--- src/sv/iafmt_pkg.sv ---
// ----------------------------------------------------------------------------
// iafmt_pkg: shared definitions for the integer-to-ASCII field formatter
// Field widths, format selector codes, ASCII constants and the digit
// character lookup used by the formatter datapath.
// ----------------------------------------------------------------------------
package iafmt_pkg;

  // Field widths of the input and result beats.
  localparam int VALUE_W = 32;
  localparam int FUNC_W  = 2;
  localparam int FW_W    = 6;
  localparam int ROOM_W  = 8;
  localparam int CHAR_W  = 8;

  // Widest field that is honored; wider requests saturate here.
  localparam int MAX_WIDTH = 32;

  // Digit buffer depth and the width of its index.
  localparam int DIG_N  = 12;
  localparam int DIG_IW = $clog2(DIG_N);

  // Format selector codes. Bit 1 set selects hexadecimal.
  localparam logic [FUNC_W-1:0] FUNC_SDEC = 2'd0;
  localparam logic [FUNC_W-1:0] FUNC_UDEC = 2'd1;
  localparam logic [FUNC_W-1:0] FUNC_HEX  = 2'd2;

  // Reciprocal of ten: floor(x * 0xCCCCCCCD / 2^35) == x / 10 for 32-bit x.
  localparam logic [31:0] DIV10_MUL   = 32'hCCCC_CCCD;
  localparam int          DIV10_SHIFT = 35;

  // ASCII constants.
  localparam logic [CHAR_W-1:0] CH_HASH  = 8'h23;
  localparam logic [CHAR_W-1:0] CH_ZERO  = 8'h30;
  localparam logic [CHAR_W-1:0] CH_UPA   = 8'h41;
  localparam logic [CHAR_W-1:0] CH_SPACE = 8'h20;
  localparam logic [CHAR_W-1:0] CH_PLUS  = 8'h2B;
  localparam logic [CHAR_W-1:0] CH_MINUS = 8'h2D;

  // Map one digit value (0..15) to its upper-case ASCII character.
  function automatic logic [CHAR_W-1:0] digit_char(input logic [3:0] d);
    logic [CHAR_W-1:0] c;
    if (d < 4'd10) begin
      c = CH_ZERO + {4'd0, d};
    end else begin
      c = CH_UPA + {4'd0, d} - 8'd10;
    end
    return c;
  endfunction

endpackage

--- src/sv/integer_to_ascii_field_formatter.sv ---
// ----------------------------------------------------------------------------
// integer_to_ascii_field_formatter: printf-style integer to ASCII formatter
// Converts one 32-bit value per input beat into a run of ASCII characters
// (signed decimal, unsigned decimal or upper-case hex) with sign, padding,
// justification and an overflow fill of '#' when the buffer room is short.
// ----------------------------------------------------------------------------
//
//  Channel | Direction | Handshake         | Payload
//  --------+-----------+-------------------+--------------------------------------
//  in      | input     | in_valid/in_stall | value, func, flags, field_width, room
//  out     | output    | out_valid/out_stall | out_char, out_last (one char a beat)
//
// Steps per item: accept in S_IDLE, then S_DIVQ and S_DIVR for each decimal digit
// through the shared reciprocal multiplier or S_DIVQ alone for each hex digit,
// then S_PLAN, then one character per cycle while the output register is free.
// The output register lets the last character wait while the next item is taken.
// rst_n is synchronous and active low; it clears the sequencer and out_valid.
// A stalled output holds the sequencer in its current character.
// ----------------------------------------------------------------------------
module integer_to_ascii_field_formatter
  import iafmt_pkg::*;
(
  input  logic                clk,
  input  logic                rst_n,
  // Input channel
  input  logic                in_valid,
  output logic                in_stall,
  input  logic [VALUE_W-1:0]  in_value,
  input  logic [FUNC_W-1:0]   in_func,
  input  logic                in_plus_sign,
  input  logic                in_zero_pad,
  input  logic                in_left_justify,
  input  logic [FW_W-1:0]     in_field_width,
  input  logic [ROOM_W-1:0]   in_room,
  // Result channel
  output logic                out_valid,
  input  logic                out_stall,
  output logic [CHAR_W-1:0]   out_char,
  output logic                out_last
);

  // Sequencer state codes.
  localparam logic [3:0] S_IDLE = 4'd0;
  localparam logic [3:0] S_DIVQ = 4'd1;
  localparam logic [3:0] S_DIVR = 4'd2;
  localparam logic [3:0] S_PLAN = 4'd3;
  localparam logic [3:0] S_PFX1 = 4'd4;
  localparam logic [3:0] S_LPAD = 4'd5;
  localparam logic [3:0] S_PFX2 = 4'd6;
  localparam logic [3:0] S_DIG  = 4'd7;
  localparam logic [3:0] S_RPAD = 4'd8;
  localparam logic [3:0] S_HASH = 4'd9;

  localparam int               Q_W   = 64 - DIV10_SHIFT;
  localparam logic [FW_W-1:0]  MAX_W = FW_W'(MAX_WIDTH);

  // Control registers.
  logic [3:0]          state_r,     state_nxt;
  logic                out_valid_r, out_valid_nxt;

  // Datapath registers.
  logic [VALUE_W-1:0]  mag_r,       mag_nxt;
  logic [Q_W-1:0]      q_r,         q_nxt;
  logic [DIG_IW-1:0]   nd_r,        nd_nxt;
  logic [DIG_IW-1:0]   didx_r,      didx_nxt;
  logic [FW_W-1:0]     pad_r,       pad_nxt;
  logic [ROOM_W-1:0]   rem_r,       rem_nxt;
  logic [FW_W-1:0]     width_r,     width_nxt;
  logic [ROOM_W-1:0]   room_r,      room_nxt;
  logic [CHAR_W-1:0]   pfx_r,       pfx_nxt;
  logic                has_pfx_r,   has_pfx_nxt;
  logic                hex_r,       hex_nxt;
  logic                zpad_r,      zpad_nxt;
  logic                ljust_r,     ljust_nxt;
  logic [CHAR_W-1:0]   out_char_r,  out_char_nxt;
  logic                out_last_r,  out_last_nxt;

  // Digit buffer, least significant digit first.
  logic [3:0]          dig_r [DIG_N];
  logic                dig_we;
  logic [3:0]          dig_wdata;

  // Shared arithmetic and planning terms.
  logic [63:0]         prod;
  logic [VALUE_W-1:0]  rem_val;
  logic                neg;
  logic [4:0]          len;
  logic                ovf;
  logic [FW_W-1:0]     wred;
  logic [FW_W-1:0]     pad_calc;
  logic                slot_free;
  logic                emit_state;
  logic                emit_go;
  logic [CHAR_W-1:0]   emit_char;

  assign in_stall  = (state_r != S_IDLE);
  assign out_valid = out_valid_r;
  assign out_char  = out_char_r;
  assign out_last  = out_last_r;

  // Reciprocal multiply for the quotient, then the remainder by shift-and-subtract.
  assign prod    = 64'(mag_r) * 64'(DIV10_MUL);
  assign rem_val = mag_r - {q_r, 3'b000} - {2'b00, q_r, 1'b0};

  // Sign handling of the incoming value.
  assign neg = (in_func == FUNC_SDEC) && in_value[VALUE_W-1];

  // Field planning once the digit count is known.
  assign len      = {1'b0, nd_r} + {4'd0, has_pfx_r};
  assign ovf      = {3'd0, len} > room_r;
  assign wred     = (has_pfx_r && (width_r != '0)) ? width_r - 1'b1 : width_r;
  assign pad_calc = (wred > {2'd0, nd_r}) ? wred - {2'd0, nd_r} : '0;

  // The output register may take a character when empty or draining.
  assign slot_free  = !out_valid_r || !out_stall;
  assign emit_state = (state_r == S_PFX1) || (state_r == S_LPAD) ||
                      (state_r == S_PFX2) || (state_r == S_DIG)  ||
                      (state_r == S_RPAD) || (state_r == S_HASH);
  assign emit_go    = emit_state && slot_free;

  // Character for the current emit state.
  always_comb begin
    unique case (state_r)
      S_PFX1, S_PFX2: emit_char = pfx_r;
      S_LPAD:         emit_char = zpad_r ? CH_ZERO : CH_SPACE;
      S_DIG:          emit_char = digit_char(dig_r[didx_r]);
      S_HASH:         emit_char = CH_HASH;
      default:        emit_char = CH_SPACE;
    endcase
  end

  // Sequencer and datapath next state.
  always_comb begin
    state_nxt     = state_r;
    mag_nxt       = mag_r;
    q_nxt         = q_r;
    nd_nxt        = nd_r;
    didx_nxt      = didx_r;
    pad_nxt       = pad_r;
    rem_nxt       = rem_r;
    width_nxt     = width_r;
    room_nxt      = room_r;
    pfx_nxt       = pfx_r;
    has_pfx_nxt   = has_pfx_r;
    hex_nxt       = hex_r;
    zpad_nxt      = zpad_r;
    ljust_nxt     = ljust_r;
    dig_we        = 1'b0;
    dig_wdata     = rem_val[3:0];
    out_valid_nxt = out_valid_r && out_stall;
    out_char_nxt  = out_char_r;
    out_last_nxt  = out_last_r;

    // Load one character into the output register.
    if (emit_go) begin
      out_valid_nxt = 1'b1;
      out_char_nxt  = emit_char;
      out_last_nxt  = (rem_r == 8'd1);
      rem_nxt       = rem_r - 1'b1;
    end

    unique case (state_r)
      S_IDLE: begin
        if (in_valid) begin
          mag_nxt     = neg ? (VALUE_W'(0) - in_value) : in_value;
          pfx_nxt     = neg ? CH_MINUS : CH_PLUS;
          has_pfx_nxt = neg || in_plus_sign;
          // Bit 1 of the selector picks hexadecimal, so code three is hex too.
          hex_nxt     = in_func[1];
          zpad_nxt    = in_zero_pad;
          ljust_nxt   = in_left_justify;
          width_nxt   = (in_field_width > MAX_W) ? MAX_W : in_field_width;
          room_nxt    = in_room;
          nd_nxt      = '0;
          state_nxt   = S_DIVQ;
        end
      end
      S_DIVQ: begin
        if (hex_r) begin
          dig_we    = 1'b1;
          dig_wdata = mag_r[3:0];
          mag_nxt   = mag_r >> 4;
          nd_nxt    = nd_r + 1'b1;
          if (mag_r[VALUE_W-1:4] == '0) begin
            state_nxt = S_PLAN;
          end
        end else begin
          q_nxt     = prod[63:DIV10_SHIFT];
          state_nxt = S_DIVR;
        end
      end
      S_DIVR: begin
        dig_we  = 1'b1;
        mag_nxt = VALUE_W'(q_r);
        nd_nxt  = nd_r + 1'b1;
        if (q_r == '0) begin
          state_nxt = S_PLAN;
        end else begin
          state_nxt = S_DIVQ;
        end
      end
      S_PLAN: begin
        pad_nxt  = pad_calc;
        didx_nxt = nd_r - 1'b1;
        if (ovf) begin
          rem_nxt   = room_r;
          state_nxt = (room_r == '0) ? S_IDLE : S_HASH;
        end else begin
          rem_nxt = {3'd0, len} + {2'd0, pad_calc};
          if (has_pfx_r && zpad_r) begin
            state_nxt = S_PFX1;
          end else if (!ljust_r && (pad_calc != '0)) begin
            state_nxt = S_LPAD;
          end else if (has_pfx_r) begin
            state_nxt = S_PFX2;
          end else begin
            state_nxt = S_DIG;
          end
        end
      end
      S_PFX1: begin
        if (emit_go) begin
          state_nxt = (!ljust_r && (pad_r != '0)) ? S_LPAD : S_DIG;
        end
      end
      S_LPAD: begin
        if (emit_go) begin
          pad_nxt = pad_r - 1'b1;
          if (pad_r == FW_W'(1)) begin
            state_nxt = (has_pfx_r && !zpad_r) ? S_PFX2 : S_DIG;
          end
        end
      end
      S_PFX2: begin
        if (emit_go) begin
          state_nxt = S_DIG;
        end
      end
      S_DIG: begin
        if (emit_go) begin
          didx_nxt = didx_r - 1'b1;
          if (rem_r == 8'd1) begin
            state_nxt = S_IDLE;
          end else if (didx_r == '0) begin
            state_nxt = S_RPAD;
          end
        end
      end
      S_RPAD, S_HASH: begin
        if (emit_go && (rem_r == 8'd1)) begin
          state_nxt = S_IDLE;
        end
      end
      default: begin
        state_nxt = S_IDLE;
      end
    endcase
  end

  // Control registers.
  always_ff @(posedge clk) begin
    if (!rst_n) begin
      state_r     <= S_IDLE;
      out_valid_r <= 1'b0;
    end else begin
      state_r     <= state_nxt;
      out_valid_r <= out_valid_nxt;
    end
  end

  // Payload registers.
  always_ff @(posedge clk) begin
    mag_r      <= mag_nxt;
    q_r        <= q_nxt;
    nd_r       <= nd_nxt;
    didx_r     <= didx_nxt;
    pad_r      <= pad_nxt;
    rem_r      <= rem_nxt;
    width_r    <= width_nxt;
    room_r     <= room_nxt;
    pfx_r      <= pfx_nxt;
    has_pfx_r  <= has_pfx_nxt;
    hex_r      <= hex_nxt;
    zpad_r     <= zpad_nxt;
    ljust_r    <= ljust_nxt;
    out_char_r <= out_char_nxt;
    out_last_r <= out_last_nxt;
  end

  // Digit buffer write.
  always_ff @(posedge clk) begin
    if (dig_we) begin
      dig_r[nd_r] <= dig_wdata;
    end
  end

endmodule

--- config.mk ---
export PLATFORM = sky130hd
export DESIGN_NAME = integer_to_ascii_field_formatter
export DESIGN_NICKNAME = d
export VERILOG_FILES = /design/src/sv/iafmt_pkg.sv /design/src/sv/integer_to_ascii_field_formatter.sv
export SDC_FILE = /design/constraint.sdc
export NUM_CORES = 1
export LEC_CHECK = 0
export ABC_AREA = 1
export BUFFER_PORTS_ARGS = -buffer_cell sky130_fd_sc_hd__buf_2
export CAP_MARGIN = 0
export CORE_MARGIN = 2
export CORE_UTILIZATION = 40
export DETAILED_ROUTE_END_ITERATION = 12
export RECOVER_POWER = 100
export SKIP_LAST_GASP = 1
export SLEW_MARGIN = 20
export SYNTH_ARGS = -nofsm -noshare
export SYNTH_HDL_FRONTEND = slang
export SYNTH_SLANG_ARGS = --single-unit
--- constraint.sdc ---
create_clock -name clk -period 13.04 [get_ports clk]
set_input_delay 3.26 -clock clk [delete_from_list [all_inputs] [get_ports clk]]
set_output_delay 3.26 -clock clk [all_outputs]
set_load 0.02 [all_outputs]
==> impl_results.md, run 1 <==
* Number of synthesized flops with an enable pin at 159
* Crit path buf inv count at 8
* Worst setup EP type: flop
* CTS tree: built
* DRT Wirelength at 91.0 mm
* Post-CTS sizing at 0
* PortBufs at 64
* Syn Nets at 3923
* Clock Path Buffers at 2
* Ys Warns at 0
* Area occupied by registers at 4950 um^2
* ANT nets after route at 0
* Worst slew pin tran at 2.60 ns
* Synth top area share at 28.1%
* Status: finished with violations
* Slew Limit Fails at 139
* Layout cell share with drive strength beyond 1 at 4.24%
* Top cells by area, synth: fa_1 (28%), ha_1 (18%), edfxtp_1 (17%)
* Final Util at 42.9%
* Commonest non-fill, non-tap cell in the layout: inv_1
* Worst Hold Class: flop to flop
* Register area share after synthesis at 18.0%
* Initial antenna violation count at 1
* Global Route Usage Sum at 26.4%
* Library cells used by synthesis at 64
* Mapped cell area at 27600 um^2
* Max_slew headroom at -73.5%
* Layout Cell Area excl Fill at 29400 um^2
* First-pass GRT wire length at 138 mm
* Asr flop ratio synth at 0%
* DP Area at 28900 um^2
* Seq cells post-synth at 168
* Drt first pass iters at 7
* DP Cell Count at 4011
* Vias in the first global route at 21900
* # nets final at 3982
* Most frequent cells in the layout: inv_1 (863), ha_1 (391), fa_1 (388)
* Min Tclk post-route at 7.80 ns
* Area growth from synthesis to layout at 6.43%
* Die area at 71100 um^2
* Dpl hpwl at 79.5 mm
* Die span in x at 267 um
* Fin Clk Skew at 0.0187 ns
* DR WL/cell at 22.5 um
* Maximum fanout along the worst path at 6
* DRC viols at 0
* Multi-input gate area at 19100 um^2
* Final instance count without filler cells at 4044
* Total number of vias at 21300
* Max-Cap Viols at 5
* Kind of critical path: flop to flop
* Setup TNS at 0 ns
* Top cell by count, worst path: inv_1
* Core ar. at 68500 um^2
* Die height at 267 um
* 1st-iter DRT viols at 2017
* CTS root buf: clkbuf_16
* CTS H-Tree Depth at 4
* Fillcell total at 6869
* I/O pin total at 66
* CTS Hold Bufs at 0
* Starting Density at 40.3%
* Clock-pin slew on the worst setup and hold paths at 0.09 ns
* Via density per instance at 5.27
* CP peak stage delay at 0.71 ns
* Post-synth top flop: edfxtp_1
* Worst Setup Start Kind: flop
* CTS buffer count at 17
* Tcrit/Tclk final at 59.8%
* CP delay by family, top: adder cells
* Total clock sinks at 168
* Final Hold Vio Count at 0
* Fmax at 0.128 GHz
* Synth Instances at 3089
* Failing checks: capacitance limit, slew limit
* Mapped Avg Cell Area at 8.93 um^2
* Largest net degree at the start of global routing at 38
* Clk_lat worst skew at 0.47 ns
* CP arrival at 8.00 ns
* Number of post-CTS setup repair buffers at 0
* Worst Path Required at 13.24 ns
* Cell taking the most area after synthesis: fa_1
* Final setup fails at 0
* Gr ovfl total at 0
* RSZ-0062 raised after global routing: no
* Routability cong. at 0.985
* FP Rows at 96
* Critical Path Slowest Stage Cell: edfxtp_1
* Crit-path cells: inv_1, ha_1, inv_1, fa_1, inv_1, fa_1, inv_1, fa_1, inv_1, fa_1, fa_1, fa_1, inv_1, fa_1, inv_1, ha_1, a21oi_1, inv_1, a31oi_1, o21ai_0, a21oi_1, nand3_1, a31oi_1, xnor2_1
-- area by class of cell --
cell class                 count  area share [%]
antenna                        1         0.00852
clock buffer                  19            1.47
clock inverter                13           0.456
inverter                     871            11.1
multi-input combinational   2019            65.1
sequential                   168            16.9
tap                          882            3.76
timing repair buffer          71            1.15
-- kinds of logic (layout without fill, tap and decap cells) --
| logic type | after synthesis | after routing | synth area share [%] |
|---|---|---|---|
| flip-flops | 168 | 168 | 18.0 |
| AO/OA/AOI/OAI | 403 | 403 | 8.72 |
| multiplexers | 1 | 1 | 0.0363 |
| other | 1 | 2 | 0.0136 |
| XOR/XNOR | 99 | 99 | 3.14 |
| adder cells (fa/ha/maj) | 779 | 779 | 45.9 |
| AND/OR/NAND/NOR | 736 | 736 | 11.8 |
| buffers and inverters | 902 | 974 | 12.4 |
-- through the flow --
step                      setup WS [ns]  hold slack [ns]
after CTS                          5.41            0.492
final                              5.24            0.492
after floorplan                    6.73            0.458
after global routing               5.08            0.514
after detailed placement           5.43            0.482
after global placement             5.42            0.479
-- worst paths after layout --
| kind | from | end | slack [ns] | cells after the start |
|---|---|---|---|---|
| max | mag_r[19] | q_r[21] | 5.24 | 24 |
| max reg2reg | mag_r[19] | q_r[21] | 5.24 | 24 |
| min | state_r[2] | state_r[2] | 0.49 | 2 |
| min reg2reg | state_r[2] | state_r[2] | 0.49 | 2 |
-- tightest hold or removal path, stage by stage, from the launching register on --
cell	delay, ns
dfxtp_1	0.33
nand2_1	0.07
a21oi_1	0.05
-- cells in the mapped netlist, types with 3 or more instances --
library cell	number
a21boi_1	3
a21o_1	15
a21oi_1	135
a21oi_2	3
a31o_2	4
a31oi_1	25
buf_2	9
buf_4	3
clkbuf_1	15
dfxtp_1	9
edfxtp_1	159
fa_1	388
ha_1	391
inv_1	861
inv_2	7
nand2_1	312
nand2_2	7
nand2_4	8
nand3_1	76
nand3_2	4
nand4_1	19
nor2_1	229
nor2_2	7
nor2_4	3
nor3_1	30
nor3_2	6
nor4_1	17
o2111ai_1	3
o211ai_1	18
o21a_1	8
o21ai_0	110
o21ai_1	18
o21bai_1	8
o221ai_1	24
o22ai_1	12
or2_2	9
xnor2_1	30
xor2_1	69
-- registers in the layout (all words and copies together), names as in the netlist, named ones only --
signal and flops:
out_char 7, mag_r 32, rem_r 8, out_last 1
pfx_r 2, room_r 8, dig_r 48, hex_r 1
ljust_r 1, has_pfx_r 1, width_r 6, zpad_r 1
out_valid 1, nd_r 4, pad_r 6, didx_r 4
q_r 29, state_r 4
-- layer usage --
metal	wire, um	track usage [%]	vias up
met1	39900	36.9	10500
li1	-	-	9836
met3	5760	2.92	162
met4	4100	10.6	0
met2	41300	41.9	842
met5	0	0	-
Power of run 1 is left out: the tool's default activity adds up to more than one toggle a clock period on the data nets, which glitch-free logic cannot reach.
==> run 2: changes to the inputs <==
- clock period: 13.04 -> 7.96 ns (I/O delays scaled with it)
==> impl_results.md, run 2 (same netlist as run 1, synthesis figures left out) <==
* Core ar. at 68500 um^2 (unchanged)
* Slew Limit Fails at 141 (+1.4%)
* Post-CTS sizing at 0 (unchanged)
* Max-Cap Viols at 6 (+1)
* CTS tree: built
* I/O pin total at 66 (unchanged)
* Failing checks: capacitance limit, slew limit
* CTS root buf: clkbuf_16
* Critical Path Slowest Stage Cell: edfxtp_1
* FP Rows at 96 (unchanged)
* CTS buffer count at 17 (unchanged)
* CTS H-Tree Depth at 4 (unchanged)
* Status: finished with violations
* Commonest non-fill, non-tap cell in the layout: inv_1
* Number of post-CTS setup repair buffers at 0 (unchanged)
* Worst Path Required at 8.18 ns (-5.06 ns)
* Pre-CTS setup slack at 0.466 ns (-4.97 ns)
* Largest reg by FF count: dig_r
* Die area at 71100 um^2 (unchanged)
* ANT nets after route at 0 (unchanged)
* Routability cong. at 1.03 (+5.0%)
* Initial antenna violation count at 1 (unchanged)
* Fmax at 0.130 GHz (+1.1%)
* R2R depth at 25 (+4.2%)
* Critical Path Source: mag_r[8]
* Dpl hpwl at 79.7 mm (+0.22%)
* Critical Path Sink: q_r[22]
* Min Tclk post-route at 7.72 ns (-0.0841 ns)
* Final setup fails at 0 (unchanged)
* Top cell by count, worst path: inv_1
* Max_slew headroom at -35.1% (+38 points)
* CP peak stage delay at 0.66 ns (-0.05 ns)
* Fillcell total at 6893 (+0.35%)
* Global Route Usage Sum at 26.4% (-0.040 points)
* Reg2reg end: q_r[22]
* Clock Path Buffers at 2 (unchanged)
* # nets final at 3998 (+0.40%)
* Clock-pin slew on the worst setup and hold paths at 0.07 ns (-0.02 ns)
* Kind of critical path: flop to flop
* PortBufs at 64 (unchanged)
* DRC viols at 0 (unchanged)
* Worst slew pin tran at 2.03 ns (-0.575 ns)
* Tcrit/Tclk final at 96.9% (+37 points)
* Worst Hold Class: flop to flop
* Vias in the first global route at 22000 (+0.64%)
* Clk_lat worst skew at 0.47 ns (about the same)
* Top Registers: dig_r: 48 flops, mag_r: 32 flops, q_r: 29 flops
* Worst setup EP type: flop
* Layout cell share with drive strength beyond 1 at 4.69% (+0.45 points)
* Final Hold Vio Count at 0 (unchanged)
* CTS Hold Bufs at 0 (unchanged)
* Total clock sinks at 168 (unchanged)
* First-pass GRT wire length at 137 mm (-0.26%)
* Worst Setup Start Kind: flop
* Die height at 267 um (unchanged)
* Worst r2r src: mag_r[8]
* DR WL/cell at 22.4 um (-0.46%)
* Gr ovfl total at 0 (unchanged)
* Area growth from synthesis to layout at 6.87%
* Via density per instance at 5.28 (about the same)
* Total number of vias at 21400 (+0.44%)
* CP arrival at 7.94 ns (-0.06 ns)
* Die span in x at 267 um (unchanged)
* 1st-iter DRT viols at 2222 (+10%)
* Most frequent cells in the layout: inv_1 (864), ha_1 (391), fa_1 (388)
* Register-to-register setup slack at 0.24 ns (-5.00 ns)
* Maximum fanout along the worst path at 9 (+3)
* Starting Density at 40.3% (unchanged)
* Setup ws final at 0.243 ns (-5.00 ns)
* Fin Clk Skew at 0.0154 ns (-0.00328 ns)
* Drt first pass iters at 5 (-2)
* Max reg flops at 48 (unchanged)
* Setup TNS at 0 ns (unchanged)
* RSZ-0062 raised after global routing: no
* Largest net degree at the start of global routing at 38 (unchanged)
* DRT Wirelength at 91.0 mm (about the same)
-- run 2: metal layers --
| metal | part of all wire, % | global-route usage, % | up-vias |
|---|---|---|---|
| li1 | - | - | 9851 |
| met1 | 44 | 36.8 | 10500 |
| met2 | 45 | 41.3 | 939 |
| met3 | 7.1 | 3.27 | 160 |
| met4 | 4.7 | 11.2 | 0 |
| met5 | 0 | 0 | - |
-- run 2: worst min-delay path by stage --
stage                           from    endpoint  slack, ns  cells past startpoint
after floorplan           state_r[2]  state_r[2]       0.46                      2
after global placement    state_r[2]  state_r[2]       0.48                      2
after detailed placement  state_r[2]  state_r[2]       0.47                      2
after CTS                 state_r[2]  state_r[2]       0.48                      2
after global routing      state_r[2]  state_r[2]       0.53                      2
final                     state_r[2]  state_r[2]       0.49                      2
-- run 2: metrics by stage --
step                      std cells  util, %  hold slack (ns)  area [um^2]
after floorplan                3089        -            0.458        27600
after global placement         4027     42.4            0.475        29100
after detailed placement       4027     42.4            0.474        29100
after CTS                      4059     43.3            0.484        29600
after global routing           4060     43.1            0.533        29500
final                          4061     43.1            0.488        29500
-- run 2: area by class of cell --
cell class	count	area, um^2	share of cell area (%)
Antenna cell	2	5.00	0.0170
Timing Repair Buffer	87	457	1.55
Clock inverter	13	125	0.424
Inverter	871	3270	11.1
Tap cell	882	1100	3.74
Multi-Input combinational cell	2019	19100	64.8
Clock buffer	19	453	1.54
Sequential cell	168	4950	16.8
-- run 2: worst max-delay path, delay by kind of cell (launching register included) --
kind / cells / cell delay (ns)
and+or+nand+nor: 6 / 1.24
DFF: 1 / 0.66
xor gates and xnor gates: 2 / 0.52
buffers and inverters: 7 / 0.69
AOI/OAI and AO/OA: 2 / 0.34
adders and majority gates: 8 / 4.02
Power of run 2 is left out for the same reason.
